$ cat src/sv/rl2i_pkg.sv
// Package for the radix literal converter: widths, radix codes, character codes and digit decode.
package rl2i_pkg;

    localparam int VALUE_BITS = 32;
    localparam int ACC_W      = VALUE_BITS - 1;
    localparam int OUT_W      = 31;
    localparam int PROD_W     = ACC_W + 4;

    typedef enum logic [1:0] {
        RADIX_AUTO = 2'd0,
        RADIX_BIN  = 2'd1,
        RADIX_DEC  = 2'd2,
        RADIX_HEX  = 2'd3
    } radix_t;

    localparam logic [7:0] CH_ZERO  = 8'h30;
    localparam logic [7:0] CH_ONE   = 8'h31;
    localparam logic [7:0] CH_NINE  = 8'h39;
    localparam logic [7:0] CH_UP_A  = 8'h41;
    localparam logic [7:0] CH_UP_F  = 8'h46;
    localparam logic [7:0] CH_LOW_A = 8'h61;
    localparam logic [7:0] CH_LOW_F = 8'h66;
    localparam logic [3:0] HEX_TEN  = 4'd10;

    typedef struct packed {
        logic       valid;
        logic [3:0] value;
    } digit_t;

    typedef struct packed {
        logic [OUT_W-1:0] literal_value;
        logic             is_symbol;
        logic             bad_character;
        logic [7:0]       first_bad_code;
        logic             too_large;
    } result_t;

    function automatic logic is_dec_digit(input logic [7:0] c);
        return (c >= CH_ZERO) && (c <= CH_NINE);
    endfunction

    // Base code RADIX_AUTO never stays active after a first word, but reads as decimal.
    function automatic digit_t digit_decode(input logic [7:0] c, input radix_t base);
        digit_t d;
        d.valid = 1'b0;
        d.value = 4'd0;
        if (base == RADIX_BIN) begin
            if (c == CH_ZERO || c == CH_ONE) begin
                d.valid = 1'b1;
                d.value = {3'd0, c[0]};
            end
        end else if (is_dec_digit(c)) begin
            d.valid = 1'b1;
            d.value = c[3:0];
        end else if (base == RADIX_HEX) begin
            if ((c >= CH_UP_A && c <= CH_UP_F) || (c >= CH_LOW_A && c <= CH_LOW_F)) begin
                d.valid = 1'b1;
                d.value = c[3:0] - 4'd1 + HEX_TEN;
            end
        end
        return d;
    endfunction

endpackage

$ cat src/sv/rl2i_if.sv
// Valid/ready channel interfaces for character words in and literal words out.
interface rl2i_in_if;
    logic       valid;
    logic       ready;
    logic [7:0] char_code;
    logic       first_char;
    logic       last_char;
    logic [1:0] radix_mode;

    modport source (output valid, char_code, first_char, last_char, radix_mode, input ready);
    modport sink   (input valid, char_code, first_char, last_char, radix_mode, output ready);
endinterface

interface rl2i_out_if;
    logic        valid;
    logic        ready;
    logic [30:0] literal_value;
    logic        is_symbol;
    logic        bad_character;
    logic [7:0]  first_bad_code;
    logic        too_large;

    modport source (output valid, literal_value, is_symbol, bad_character, first_bad_code,
                    too_large, input ready);
    modport sink   (input valid, literal_value, is_symbol, bad_character, first_bad_code,
                    too_large, output ready);
endinterface

$ cat src/sv/rl2i_core.sv
// Token state and the per-character accumulate step.
module rl2i_core (
    input  logic             clk,
    input  logic             rst_n,
    input  logic             step,
    input  logic [7:0]       char_code,
    input  logic             first_char,
    input  logic [1:0]       radix_mode,
    output rl2i_pkg::result_t result
);
    import rl2i_pkg::*;

    logic [ACC_W-1:0] acc_reg, acc_next;
    radix_t           base_reg, base_next;
    logic             sym_reg, sym_next;
    logic             bad_reg, bad_next;
    logic [7:0]       code_reg, code_next;
    logic             ovf_reg, ovf_next;

    logic [ACC_W-1:0]        acc_start;
    logic [PROD_W-1:0]       acc_wide;
    logic [PROD_W-1:0]       prod;
    logic [ACC_W+OUT_W-1:0]  out_ext;
    digit_t                  dig;

    always_comb
    begin
        acc_start = acc_reg;
        base_next = base_reg;
        sym_next  = sym_reg;
        bad_next  = bad_reg;
        code_next = code_reg;
        ovf_next  = ovf_reg;
        if (first_char)
        begin
            acc_start = '0;
            bad_next  = 1'b0;
            code_next = 8'd0;
            ovf_next  = 1'b0;
            if (radix_t'(radix_mode) == RADIX_AUTO)
            begin
                base_next = RADIX_DEC;
                sym_next  = !is_dec_digit(char_code);
            end
            else
            begin
                base_next = radix_t'(radix_mode);
                sym_next  = 1'b0;
            end
        end

        dig      = digit_decode(char_code, base_next);
        acc_wide = {4'd0, acc_start};
        unique case (base_next)
            RADIX_BIN: prod = acc_wide << 1;
            RADIX_HEX: prod = acc_wide << 4;
            default:   prod = (acc_wide << 3) + (acc_wide << 1);
        endcase
        prod = prod + {{(PROD_W-4){1'b0}}, dig.value};

        acc_next = acc_start;
        if (!sym_next)
        begin
            acc_next = prod[ACC_W-1:0];
            // Anything above the accumulator width means the signed maximum was passed.
            if (|prod[PROD_W-1:ACC_W])
                ovf_next = 1'b1;
            if (!dig.valid)
            begin
                if (!bad_next)
                    code_next = char_code;
                bad_next = 1'b1;
            end
        end

        out_ext = {{OUT_W{1'b0}}, acc_next};
        if (sym_next)
        begin
            result = '0;
            result.is_symbol = 1'b1;
        end
        else
        begin
            result.literal_value  = out_ext[OUT_W-1:0];
            result.is_symbol      = 1'b0;
            result.bad_character  = bad_next;
            result.first_bad_code = code_next;
            result.too_large      = ovf_next;
        end
    end

    always_ff @(posedge clk or negedge rst_n)
    begin
        if (!rst_n)
        begin
            acc_reg  <= '0;
            base_reg <= RADIX_AUTO;
            sym_reg  <= 1'b0;
            bad_reg  <= 1'b0;
            code_reg <= 8'd0;
            ovf_reg  <= 1'b0;
        end
        else if (step)
        begin
            acc_reg  <= acc_next;
            base_reg <= base_next;
            sym_reg  <= sym_next;
            bad_reg  <= bad_next;
            code_reg <= code_next;
            ovf_reg  <= ovf_next;
        end
    end

    // A symbol token leaves the accumulator alone.
    a_symbol_holds_acc: assert property (@(posedge clk) disable iff (!rst_n)
        step && sym_next && !first_char |=> acc_reg == $past(acc_reg))
        else $error("accumulator moved inside a symbol token");

    a_bad_has_code: assert property (@(posedge clk) disable iff (!rst_n)
        !bad_reg |-> code_reg == 8'd0)
        else $error("bad code kept without bad flag");

    a_first_clears_ovf: assert property (@(posedge clk) disable iff (!rst_n)
        step && first_char && sym_next |=> !ovf_reg && !bad_reg)
        else $error("symbol token kept stale flags");

endmodule

$ cat src/sv/radix_literal_to_integer.sv
// Top level: input register, token converter and result register.
//
//  channel  | modport | word
//  ---------+---------+-------------------------------------------------------------
//  in_ch    | sink    | char_code, first_char, last_char, radix_mode
//  out_ch   | source  | literal_value, is_symbol, bad_character, first_bad_code, too_large
//
// One character word is taken per cycle unless a last character waits on a stalled output.
// Each word waits in the input register; as a last one leaves, its result is registered
// in the output register. The accumulate step (shift-add by the base) is combinational.
// Reset clears the token state to an empty decimal token and empties both registers.
// A stalled result holds the input register only when that register holds a last character.
module radix_literal_to_integer (
    input  logic        clk,
    input  logic        rst_n,
    rl2i_in_if.sink     in_ch,
    rl2i_out_if.source  out_ch
);
    import rl2i_pkg::*;

    logic       s1_valid_reg;
    logic [7:0] s1_char_reg;
    logic       s1_first_reg;
    logic       s1_last_reg;
    logic [1:0] s1_mode_reg;

    logic       out_valid_reg;
    result_t    out_reg;
    result_t    core_result;
    logic       s1_advance;
    logic       in_take;

    // A character without a result can always move on; a last one needs a free output.
    assign s1_advance = s1_valid_reg && (!s1_last_reg || !out_valid_reg || out_ch.ready);
    assign in_ch.ready = !s1_valid_reg || s1_advance;
    assign in_take = in_ch.valid && in_ch.ready;

    rl2i_core u_core (
        .clk        (clk),
        .rst_n      (rst_n),
        .step       (s1_advance),
        .char_code  (s1_char_reg),
        .first_char (s1_first_reg),
        .radix_mode (s1_mode_reg),
        .result     (core_result)
    );

    always_ff @(posedge clk or negedge rst_n)
    begin
        if (!rst_n)
        begin
            s1_valid_reg  <= 1'b0;
            out_valid_reg <= 1'b0;
        end
        else
        begin
            if (in_take)
                s1_valid_reg <= 1'b1;
            else if (s1_advance)
                s1_valid_reg <= 1'b0;

            if (s1_advance && s1_last_reg)
                out_valid_reg <= 1'b1;
            else if (out_ch.ready)
                out_valid_reg <= 1'b0;
        end
    end

    always_ff @(posedge clk)
    begin
        if (in_take)
        begin
            s1_char_reg  <= in_ch.char_code;
            s1_first_reg <= in_ch.first_char;
            s1_last_reg  <= in_ch.last_char;
            s1_mode_reg  <= in_ch.radix_mode;
        end
        if (s1_advance && s1_last_reg)
            out_reg <= core_result;
    end

    assign out_ch.valid          = out_valid_reg;
    assign out_ch.literal_value  = out_reg.literal_value;
    assign out_ch.is_symbol      = out_reg.is_symbol;
    assign out_ch.bad_character  = out_reg.bad_character;
    assign out_ch.first_bad_code = out_reg.first_bad_code;
    assign out_ch.too_large      = out_reg.too_large;

    a_symbol_clean: assert property (@(posedge clk) disable iff (!rst_n)
        out_valid_reg && out_reg.is_symbol |->
            out_reg.literal_value == '0 && !out_reg.bad_character && !out_reg.too_large)
        else $error("symbol result carries value or flags");

    a_code_needs_bad: assert property (@(posedge clk) disable iff (!rst_n)
        out_valid_reg && !out_reg.bad_character |-> out_reg.first_bad_code == 8'd0)
        else $error("bad code without bad flag");

    a_last_gives_result: assert property (@(posedge clk) disable iff (!rst_n)
        s1_advance && s1_last_reg |=> out_valid_reg)
        else $error("last character produced no result");

    a_stall_only_full: assert property (@(posedge clk) disable iff (!rst_n)
        !in_ch.ready |-> s1_valid_reg && s1_last_reg && out_valid_reg)
        else $error("input stalled without a waiting result");

endmodule

$ cat src/flat_wrapper.sv
// flat-port wrapper written by rule: the top's interface ports become plain ports
module radix_literal_to_integer_flat import rl2i_pkg::*;
  (clk, rst_n, in_ch_valid, in_ch_char_code, in_ch_first_char, in_ch_last_char, in_ch_radix_mode, in_ch_ready, out_ch_valid, out_ch_literal_value, out_ch_is_symbol, out_ch_bad_character, out_ch_first_bad_code, out_ch_too_large, out_ch_ready);
  rl2i_in_if in_ch_i ();
  rl2i_out_if out_ch_i ();
  input  logic clk;
  input  logic rst_n;
  input wire logic [$bits(in_ch_i.valid)-1:0] in_ch_valid;
  input wire logic [$bits(in_ch_i.char_code)-1:0] in_ch_char_code;
  input wire logic [$bits(in_ch_i.first_char)-1:0] in_ch_first_char;
  input wire logic [$bits(in_ch_i.last_char)-1:0] in_ch_last_char;
  input wire logic [$bits(in_ch_i.radix_mode)-1:0] in_ch_radix_mode;
  output wire logic [$bits(in_ch_i.ready)-1:0] in_ch_ready;
  output wire logic [$bits(out_ch_i.valid)-1:0] out_ch_valid;
  output wire logic [$bits(out_ch_i.literal_value)-1:0] out_ch_literal_value;
  output wire logic [$bits(out_ch_i.is_symbol)-1:0] out_ch_is_symbol;
  output wire logic [$bits(out_ch_i.bad_character)-1:0] out_ch_bad_character;
  output wire logic [$bits(out_ch_i.first_bad_code)-1:0] out_ch_first_bad_code;
  output wire logic [$bits(out_ch_i.too_large)-1:0] out_ch_too_large;
  input wire logic [$bits(out_ch_i.ready)-1:0] out_ch_ready;
  assign in_ch_i.valid = in_ch_valid;
  assign in_ch_i.char_code = in_ch_char_code;
  assign in_ch_i.first_char = in_ch_first_char;
  assign in_ch_i.last_char = in_ch_last_char;
  assign in_ch_i.radix_mode = in_ch_radix_mode;
  assign in_ch_ready = in_ch_i.ready;
  assign out_ch_valid = out_ch_i.valid;
  assign out_ch_literal_value = out_ch_i.literal_value;
  assign out_ch_is_symbol = out_ch_i.is_symbol;
  assign out_ch_bad_character = out_ch_i.bad_character;
  assign out_ch_first_bad_code = out_ch_i.first_bad_code;
  assign out_ch_too_large = out_ch_i.too_large;
  assign out_ch_i.ready = out_ch_ready;
  radix_literal_to_integer u_core (.clk(clk), .rst_n(rst_n), .in_ch(in_ch_i), .out_ch(out_ch_i));
endmodule
$ cat config.mk
export PLATFORM = sky130hd
export DESIGN_NAME = radix_literal_to_integer_flat
export DESIGN_NICKNAME = d
export VERILOG_FILES = /design/src/sv/rl2i_pkg.sv /design/src/sv/rl2i_if.sv /design/src/sv/rl2i_core.sv /design/src/sv/radix_literal_to_integer.sv /design/src/flat_wrapper.sv
export SDC_FILE = /design/constraint.sdc
export NUM_CORES = 1
export LEC_CHECK = 0
export ABC_AREA = 1
export BUFFER_PORTS_ARGS = -buffer_cell sky130_fd_sc_hd__buf_4
export CAP_MARGIN = 20
export CORE_UTILIZATION = 50
export CTS_CLUSTER_SIZE = 12
export DETAILED_ROUTE_END_ITERATION = 10
export PLACE_DENSITY = 0.76
export REMOVE_ABC_BUFFERS = 1
export SYNTH_ARGS = -nofsm -noshare
export SYNTH_HDL_FRONTEND = slang
export SYNTH_HIERARCHICAL = 1
export SYNTH_SLANG_ARGS = --single-unit
$ cat constraint.sdc
create_clock -name clk -period 3.7 [get_ports clk]
set_input_delay 0.185 -clock clk [delete_from_list [all_inputs] [get_ports clk]]
set_output_delay 0.185 -clock clk [all_outputs]
set_load 0.01 [all_outputs]
# --- After elaboration in Yosys (flattened, before gate mapping) ---
# Cells that the tools add are included.
totals:
  regBits: 100
  latchBits: 0
  ramBits: 0
  rom_bits: 0
  wordCells: 77
  n_memories: 0
op_classes:
  addsub: 4
  multipliers: 0
  div: 0
  n_lt_le_gt_ge: 6
  eq_ne: 4
  shift: 0
  mux: 27
  n_bitwise: 0
  reduce_logical: 19
op_table:
  columns: ["cell", "n"]
  rows:
  - ["35-bit case mux with 2 select lines", 1]
  - ["31-bit 2-to-1 mux", 2]
  - ["34-bit by 32-bit adder with 35-bit output", 1]
  - ["35-bit by 4-bit adder with 35-bit output", 1]
  - ["8-bit 2-to-1 mux", 4]
  - ["5-bit 2-to-1 mux", 5]
  - ["8-bit by 6-bit == test with 1-bit output, second input constant", 2]
  - ["8-bit by 7-bit greater-or-equal comparator with 1-bit output, second input constant", 2]
  - ["8-bit by 7-bit less-or-equal comparator with 1-bit output, second input constant", 2]
  - ["1-bit 2-to-1 mux", 12]
  - ["11-bit 2-to-1 mux", 1]
  - ["8-bit by 6-bit greater-or-equal comparator with 1-bit output, second input constant", 1]
  - ["8-bit by 6-bit less-or-equal comparator with 1-bit output, second input constant", 1]
  - ["1-bit logical AND", 6]
  - ["1-bit logical OR", 5]
  - ["4-bit adder, second input constant", 1]
  - ["1-bit zero test", 4]
  - ["2-bit 2-to-1 mux", 2]
  - ["2-bit nonzero test", 2]
  - ["4-bit OR reduction", 1]
  - ["4-bit by 1-bit subtractor with 4-bit output, second input constant", 1]
  - ["2-bit by 1-bit == test with 1-bit output, second input constant", 1]
  - ["2-bit == test, second input constant", 1]
  - ["2-bit zero test", 1]

# --- Depth between registers and ports, before layout ---
# Gate-level depths: netlist (run 1).
logic_depth:
  depth_word: 12
  mapped_depth: 33
  depth_no_buf: 31

# --- Modules after synthesis ---
# Netlist (run 1), hierarchy kept.
modules_own_cells:
  columns: ["module", "n_inst", "cells_each", "area_each_um2"]
  rows:
  - ["rl2i_core", 1, 1300, 7091.8]
  - ["radix_literal_to_integer", 1, 68, 1729.2]

# --- Worst setup path before layout (run 1) ---
# Ideal clock, no wire load.
synth_path:
  kind: "reg-to-reg"
  startpoint: "register u_core.s1_first_reg"
  endpoint: "register u_core.out_reg, in the netlist u_core/out_ch.literal_value[28] (data pin)"
  t_arrival_ps: 3497
  path_slack_ps: -53
  path_stages_with_launch: 30
  synth_period_minus_slack_ps: 3753
  path_cell_list: "edfxtp_1 buf_6 inv_6 nor2_2 nor2_4 inv_1 nor2_2 inv_1 buf_4 buf_2 nand2_1 nor2_1 ha_1 nand3_1 and2_1 or2_1 nor2_2 nand2_1 inv_2 nand3_2 nor2_4 nand2_1 nor2_2 nand2_1 nor2_2 nand2_1 nor2_1 nand3b_1 o21ai_1 inv_1"
synth_between:
  elab_chain_cells: 7
  elab_cells_between_ends: 12
  classes_between: "add/sub: 2; eq/ne: 2; mux: 8"
synth_rtl:
  columns: ["item", "line", "rtl"]
  rows:
  - ["start: declaration", "radix_literal_to_integer.sv:23", "logic s1_first_reg;"]
  - ["start signal: assignment", "radix_literal_to_integer.sv:74", "s1_first_reg <= in_ch.first_char;"]
  - ["branches (longest 7 deep; another with 34-bit by 32-bit adder with 35-bit output)", null, null]
  - ["end signal: assignment", "radix_literal_to_integer.sv:79", "out_reg <= core_result;"]
  - ["end: declaration", "radix_literal_to_integer.sv:28", "result_t out_reg;"]
# Several ways; the timed one is not identified.
# A chain may end at the register's enable or synchronous reset.

# --- Final worst setup path (run 1) ---
layout_path:
  startpoint: "register u_core.s1_char_reg[0]"
  endpoint: "register u_core.out_reg, in the netlist u_core/out_ch.literal_value[28] (data pin)"
layout_between:
  elab_chain_cells: 9
  elab_cells_between_ends: 25
  classes_between: "add/sub: 3; order compare: 6; eq/ne: 2; mux: 8; reduce/logical: 6"
layout_rtl:
  columns: ["item", "line", "rtl"]
  rows:
  - ["start: declaration", "radix_literal_to_integer.sv:22", "logic [7:0] s1_char_reg;"]
  - ["start signal: assignment", "radix_literal_to_integer.sv:73", "s1_char_reg <= in_ch.char_code;"]
  - ["branches (longest 9 deep; another with 35-bit by 4-bit adder with 35-bit output)", null, null]
# Several ways; the timed one is not identified.

==> results of run 1 <==
==> power by group through the flow <==
| stage | clock network (mW) | registers [mW] | logic, mW |
|---|---|---|---|
| floorplan | 0 | 1.56 | 1.56 |
| finish | 0.916 | 1.56 | 2.68 |
| CTS | 0.925 | 1.56 | 2.51 |
| global placement | 0 | 1.57 | 2.45 |
| global route | 0.964 | 1.58 | 2.93 |
| detailed placement | 0 | 1.58 | 2.47 |
==> logic make-up (layout without fill, tap and decap cells) <==
logic type | count (synthesis) | in the layout
compound gates | 169 | 169
xor+xnor | 7 | 7
flops | 100 | 100
mux | 1 | 1
simple gates | 826 | 826
buf+inv | 251 | 423
fa+ha+maj | 14 | 14
==> metal layers <==
layer | wire length, um | vias up | share of wire
li1 | - | 4724 | -
met1 | 13000 | 4476 | 0.44
met2 | 13000 | 520 | 0.44
met3 | 2660 | 61 | 0.090
met4 | 825 | 0 | 0.028
met5 | 0 | - | 0
==> area by class of cell <==
type                            count  share of cell area
Clock buffer                       11              0.0221
Clock inverter                      5             0.00411
Inverter                          219              0.0761
Multi-Input combinational cell   1017               0.484
Sequential cell                   100               0.253
Tap cell                          225              0.0257
Timing Repair Buffer              188               0.135
==> cells in the mapped netlist, types with 7 or more instances <==
master	count
edfxtp_1	54
nand3_1	87
nand3_2	13
nand2_4	7
nand2_2	50
a21oi_1	39
o21ai_0	53
nor3_1	13
clkbuf_1	16
nand2_1	437
inv_2	31
nor2_1	129
ha_1	13
o22ai_1	30
a31oi_1	11
dfrtp_1	46
o21ai_1	10
inv_1	186
nor2_4	9
nor2_2	42
nand4_1	23
==> how the worst min path moves through the flow <==
stage,endpoint,slack (ns),depth (start not counted)
finish,u_core/s1_last_reg$_DFFE_PP_,0.01,1
global route,u_core/s1_last_reg$_DFFE_PP_,0.0002,1
CTS,u_core/s1_char_reg[1]$_DFFE_PP_,0.003,1
detailed placement,u_core/u_core/acc_reg[29]$_DFFE_PN0P_,0.26,1
global placement,u_core/u_core/acc_reg[29]$_DFFE_PN0P_,0.26,1
floorplan,u_core/out_ch.valid$_DFFE_PN0P_,-0.11,0
==> worst max-delay path: stages (launching register included) <==
cell and delay, ns:
edfxtp_1 0.45, ha_2 0.22, o21ai_2 0.14, inv_2 0.05
o21ai_1 0.12, buf_4 0.14, nand2_2 0.04, xor2_1 0.19
nor2_2 0.07, ha_1 0.27, nand3_1 0.07, and2_4 0.16
or2_1 0.23, nor2_2 0.15, nand2_1 0.09, inv_2 0.09
nand3_4 0.08, nor2_4 0.18, nand2_4 0.09, nor2_4 0.13
nand2_2 0.08, nor2_4 0.11, nand2_2 0.09, nor2_4 0.11
nand3b_1 0.10, o21ai_2 0.17, inv_1 0.06
==> timing repair <==
action	CTS	global route
endpoints found under the setup margin	22	37
hold endpoints to repair	46	1
pin swaps	14	40
gates resized for setup	23	71
gates cloned	0	1
setup buffers	6	8
hold buffers	1	1
==> flow_summary.toml, run 1 <==
[yosys]
synth-seq-cells = 100
ys_types = 49
synthCells = 1368
synth_edf_count = 54
yosysWarnings = 6
synthMuxAreaShare = 0.00113
synth.avg_cell_area_um2 = 6.45
synth_compound_area_frac = 0.111
yosys.area_share.simple = 0.429
synthFlopType = "edfxtp_1"
ys_top_cells_by_area = "nand2_1 (19%), edfxtp_1 (18%), dfrtp_1 (13%), inv_1 (7.9%), nor2_1 (5.5%)"
synth_xor_area_frac = 0.00695
synth_top_area_share = 0.186
synth_top_cell_by_area = "nand2_1"
syn-cell-area_um2 = 8820
synth_top_family_by_area = "simple AND/OR/NAND/NOR gates"
seq_area_frac_synth = 0.314
synth_fa_ha_area_frac = 0.0207
async_reset_ff_frac = 0.460

[layout]
fin_util = 0.636
n_antenna_cell = 0
syn2layout_area_growth_pct = 24.4
seqCellArea_um2 = 2770
multi_input_area_um2 = 5310
stdcell_area_um2 = 11000
final_cell_mix = "nand2_1 (424), inv_1 (180), buf_4 (178)"
drive_gt1_frac = 0.275
layout_commonest_cell = "nand2_1"
finalNonFillerCells = 1765
n_fill_cell = 1525
nNetsFinal = 1565

[global_routing]
grt_usage = 0.329
grtUsageMet3 = 0.0462
antenna_found_initial = 0
grt-ovfl-total = 0
grt_max_degree = 49
gr-usage-met1 = 0.471
first_global_vias = 9037
grt_pass1_wl_um = 46600
met2_usage = 0.514
grt_most_used_layer = "met2"

[setup_path]
critical_path.max_fanout = 4
worstSetupEndpointType = "flip-flop"
crit_type = "reg -> reg"
arrival_ns = 4.02
rr_worst_depth = 26
r2r_end = "u_core/out_ch.literal_value[28]$_DFFE_PP_"
regToRegSetupSlack_ns = -0.22
required_ns = 3.80
r2r-start = "u_core/s1_char_reg[0]$_DFFE_PP_"
crit_path_start_kind = "flip-flop"
crit_path_end = "u_core/out_ch.literal_value[28]$_DFFE_PP_"
cp-startpoint = "u_core/s1_char_reg[0]$_DFFE_PP_"

[placed_design]
place_inst = 1732
hpwl_um = 22400
pre_cts_slack_ns = -0.149
placed_cell_area_um2 = 10200
place.port_buffers = 59
routabilityCongestion = 0.984

[cts]
cts_tree = "built"
cts-root-buf = "clkbuf_16"
cts_inserted_buffers = 9
cts_buffer_depth = 2
cts_sinks = 100
clock_latency_ns = 0.35
cts_max_level = 3
clkTransAtPathRegs_ns = 0.07

[timing]
rsz0062_at_grt = "true"
worst_slack_ns = -0.224
fmax_ghz = 0.255
tightest_slew_ns = 0.663
setup_viol = 24
setup_tns_ns = -2.32
hold_viol = 0
period_share = 1.06
holdWs_ns = 0.0103
skew_ns = 0.0127
min_period_ns = 3.92
slew_violations = 0
slew-limit-headroom = 0.555

[floorplanning]
io_pins = 60
die_w_um = 135
dieArea_um2 = 18200
die_y_um = 135
start_util = 0.512
rows = 48
core-area_um2 = 17200

[route]
via_per_inst = 5.54
vias = 9781
routed_wl_um = 29500
drt_iter0_markers = 1140
wl_per_cell_um = 16.7
drc = 0
dr.pass1.iters = 6
drtAntennaViolNets = 0

[pwr]
total_power_mw = 5.15
comb_power_share = 0.519
p_leak_nw = 5.56
net-switching-power_mw = 2.35
peakVddDrop_v = 0.000335
powerDensity_nw_per_um2 = 470
pwr-share-seq = 0.303
switching_share = 0.456
p_clk_frac = 0.178
p_int_mw = 2.81

[status]
failed_checks = "setup timing"
status = "finished, violations left"

[worst_hold_path]
min_from = "in_ch_last_char"
min_path_type = "in -> reg"

[flow_run]
drv_cap = 0
Power figures use the tool's default switching activity.
==> inputs of run 2 (changes only) <==
MAX_ROUTING_LAYER = met4   (was not set)
==> run 2 against run 1 <==
Compared with the run above: cell count is 0.34% lower; clock-buffer cell count is 1 lower; final area down 1.1%; sequential power about the same; the run still ends with setup timing left; combinational power decreased by 3%; wire length decreased by 2.3%; via count fell by 1.5%; critical path depth fell by 1; die area unchanged; fmax is 1.6% higher.
==> flow_summary.toml, run 2 (synthesis results as in run 1) <==
[global_routing]
grt_usage = 0.332
grt-ovfl-total = 0
grt_max_degree = 49
grt_pass1_wl_um = 44900
antenna_found_initial = 0
first_global_vias = 8703

[pwr]
p_int_mw = 2.74
total_power_mw = 5.04
net-switching-power_mw = 2.30
comb_power_share = 0.514
powerDensity_nw_per_um2 = 465
switching_share = 0.457
p_leak_nw = 5.48
peakVddDrop_v = 0.000380
pwr-share-seq = 0.309
p_clk_frac = 0.177

[route]
vias = 9638
routed_wl_um = 28800
drt_iter0_markers = 1090
wl_per_cell_um = 16.4
drtAntennaViolNets = 0
via_per_inst = 5.48
dr.pass1.iters = 5
drc = 0

[timing]
rsz0062_at_grt = "true"
slew_violations = 0
hold_viol = 0
min_period_ns = 3.86
period_share = 1.04
setup_viol = 10
worst_slack_ns = -0.162
skew_ns = 0.00814
slew-limit-headroom = 0.550
tightest_slew_ns = 0.675
fmax_ghz = 0.259
setup_tns_ns = -0.566

[layout]
n_fill_cell = 1571
syn2layout_area_growth_pct = 23.0
nNetsFinal = 1559
layout_commonest_cell = "nand2_1"
finalNonFillerCells = 1759
n_antenna_cell = 0
drive_gt1_frac = 0.269
final_cell_mix = "nand2_1 (429), inv_1 (180), buf_4 (175)"
multi_input_area_um2 = 5270
seqCellArea_um2 = 2770

[cts]
cts_buffer_depth = 2
cts_max_level = 3
cts_sinks = 100
cts-root-buf = "clkbuf_16"
cts_inserted_buffers = 9
clock_latency_ns = 0.35
clkTransAtPathRegs_ns = 0.07
cts_tree = "built"

[floorplanning]
core-area_um2 = 17200
start_util = 0.512
die_y_um = 135
die_w_um = 135
io_pins = 60
rows = 48
dieArea_um2 = 18200

[setup_path]
worstSetupEndpointType = "flip-flop"
crit_path_start_kind = "flip-flop"
crit_slowest_cell = "edfxtp_1"
required_ns = 3.80
cpPeakStageDelay_ns = 0.44
crit_type = "reg -> reg"
arrival_ns = 3.96
critical_path.max_fanout = 4

[placed_design]
place.port_buffers = 59
routabilityCongestion = 0.962
place_inst = 1726
hpwl_um = 22200
pre_cts_slack_ns = -0.270

[worst_hold_path]
min_path_type = "in -> reg"

[status]
status = "finished, violations left"
failed_checks = "setup timing"

[flow_run]
drv_cap = 0
==> run 2: worst paths after layout <==
| check | cells after the start | end | slack (ns) | startpoint |
|---|---|---|---|---|
| min in group asynchronous | 2 | u_core/u_core/acc_reg[29]$_DFFE_PN0P_ | 0.43 | rst_n |
| max reg2reg | 25 | u_core/out_ch.literal_value[28]$_DFFE_PP_ | -0.16 | u_core/s1_char_reg[0]$_DFFE_PP_ |
| max | 25 | u_core/out_ch.literal_value[28]$_DFFE_PP_ | -0.16 | u_core/s1_char_reg[0]$_DFFE_PP_ |
| min | 1 | u_core/s1_char_reg[0]$_DFFE_PP_ | 0.01 | in_ch_char_code[0] |
| min reg2reg | 2 | u_core/u_core/code_reg[0]$_DFFE_PN0P_ | 0.49 | u_core/u_core/code_reg[0]$_DFFE_PN0P_ |
| max in group asynchronous | 2 | u_core/u_core/acc_reg[16]$_DFFE_PN0P_ | 2.82 | rst_n |
==> run 2: power by group through the flow <==
stage          clock network, mW  logic (mW)  registers [mW]
6_report                   0.892        2.59            1.56
5_1_grt                    0.939        2.84            1.58
4_1_cts                    0.903        2.45            1.55
3_5_place_dp                   0        2.42            1.58
3_3_place_gp                   0        2.39            1.57
2_1_floorplan                  0        1.56            1.56
==> run 2: worst max-delay path: cells and delay by family, from the launching register on <==
kind            cells  cell delay [ns]
xor+xnor            1             0.21
fa+ha+maj           2             0.48
compound gates      3             0.47
simple gates       16             1.80
flops               1             0.44
buf+inv             3             0.22
==> run 2: per-stage QoR <==
step | cell area, um^2 | hold WS (ns) | util
global placement | 10200 | 0.264 | 0.591
detailed placement | 10200 | 0.261 | 0.591
global route | 10800 | 0.000818 | 0.629
CTS | 10600 | 0.00514 | 0.613
floorplan | 8620 | -0.111 | -
finish | 10800 | 0.0127 | 0.629
==> run 2: routing by layer <==
layer	track usage	wire (um)
met1	0.477	13300
met2	0.489	12600
met3	0.0394	2120
met4	0.0980	692
met5	-	0
==> run 2: timing repair <==
action	CTS	global route
setup endpoints to repair	33	37
buffers inserted	4	13
hold buffers	1	0
resized for setup	20	57
endpoints found under the hold margin	46	0
pin swaps	7	34
==> run 2: final cells by class <==
type | count | share of cell area
Tap cell | 225 | 0.0259
Timing Repair Buffer | 182 | 0.131
Multi-Input combinational cell | 1017 | 0.485
Inverter | 219 | 0.0769
Clock buffer | 10 | 0.0211
Clock inverter | 6 | 0.00450
Sequential cell | 100 | 0.256
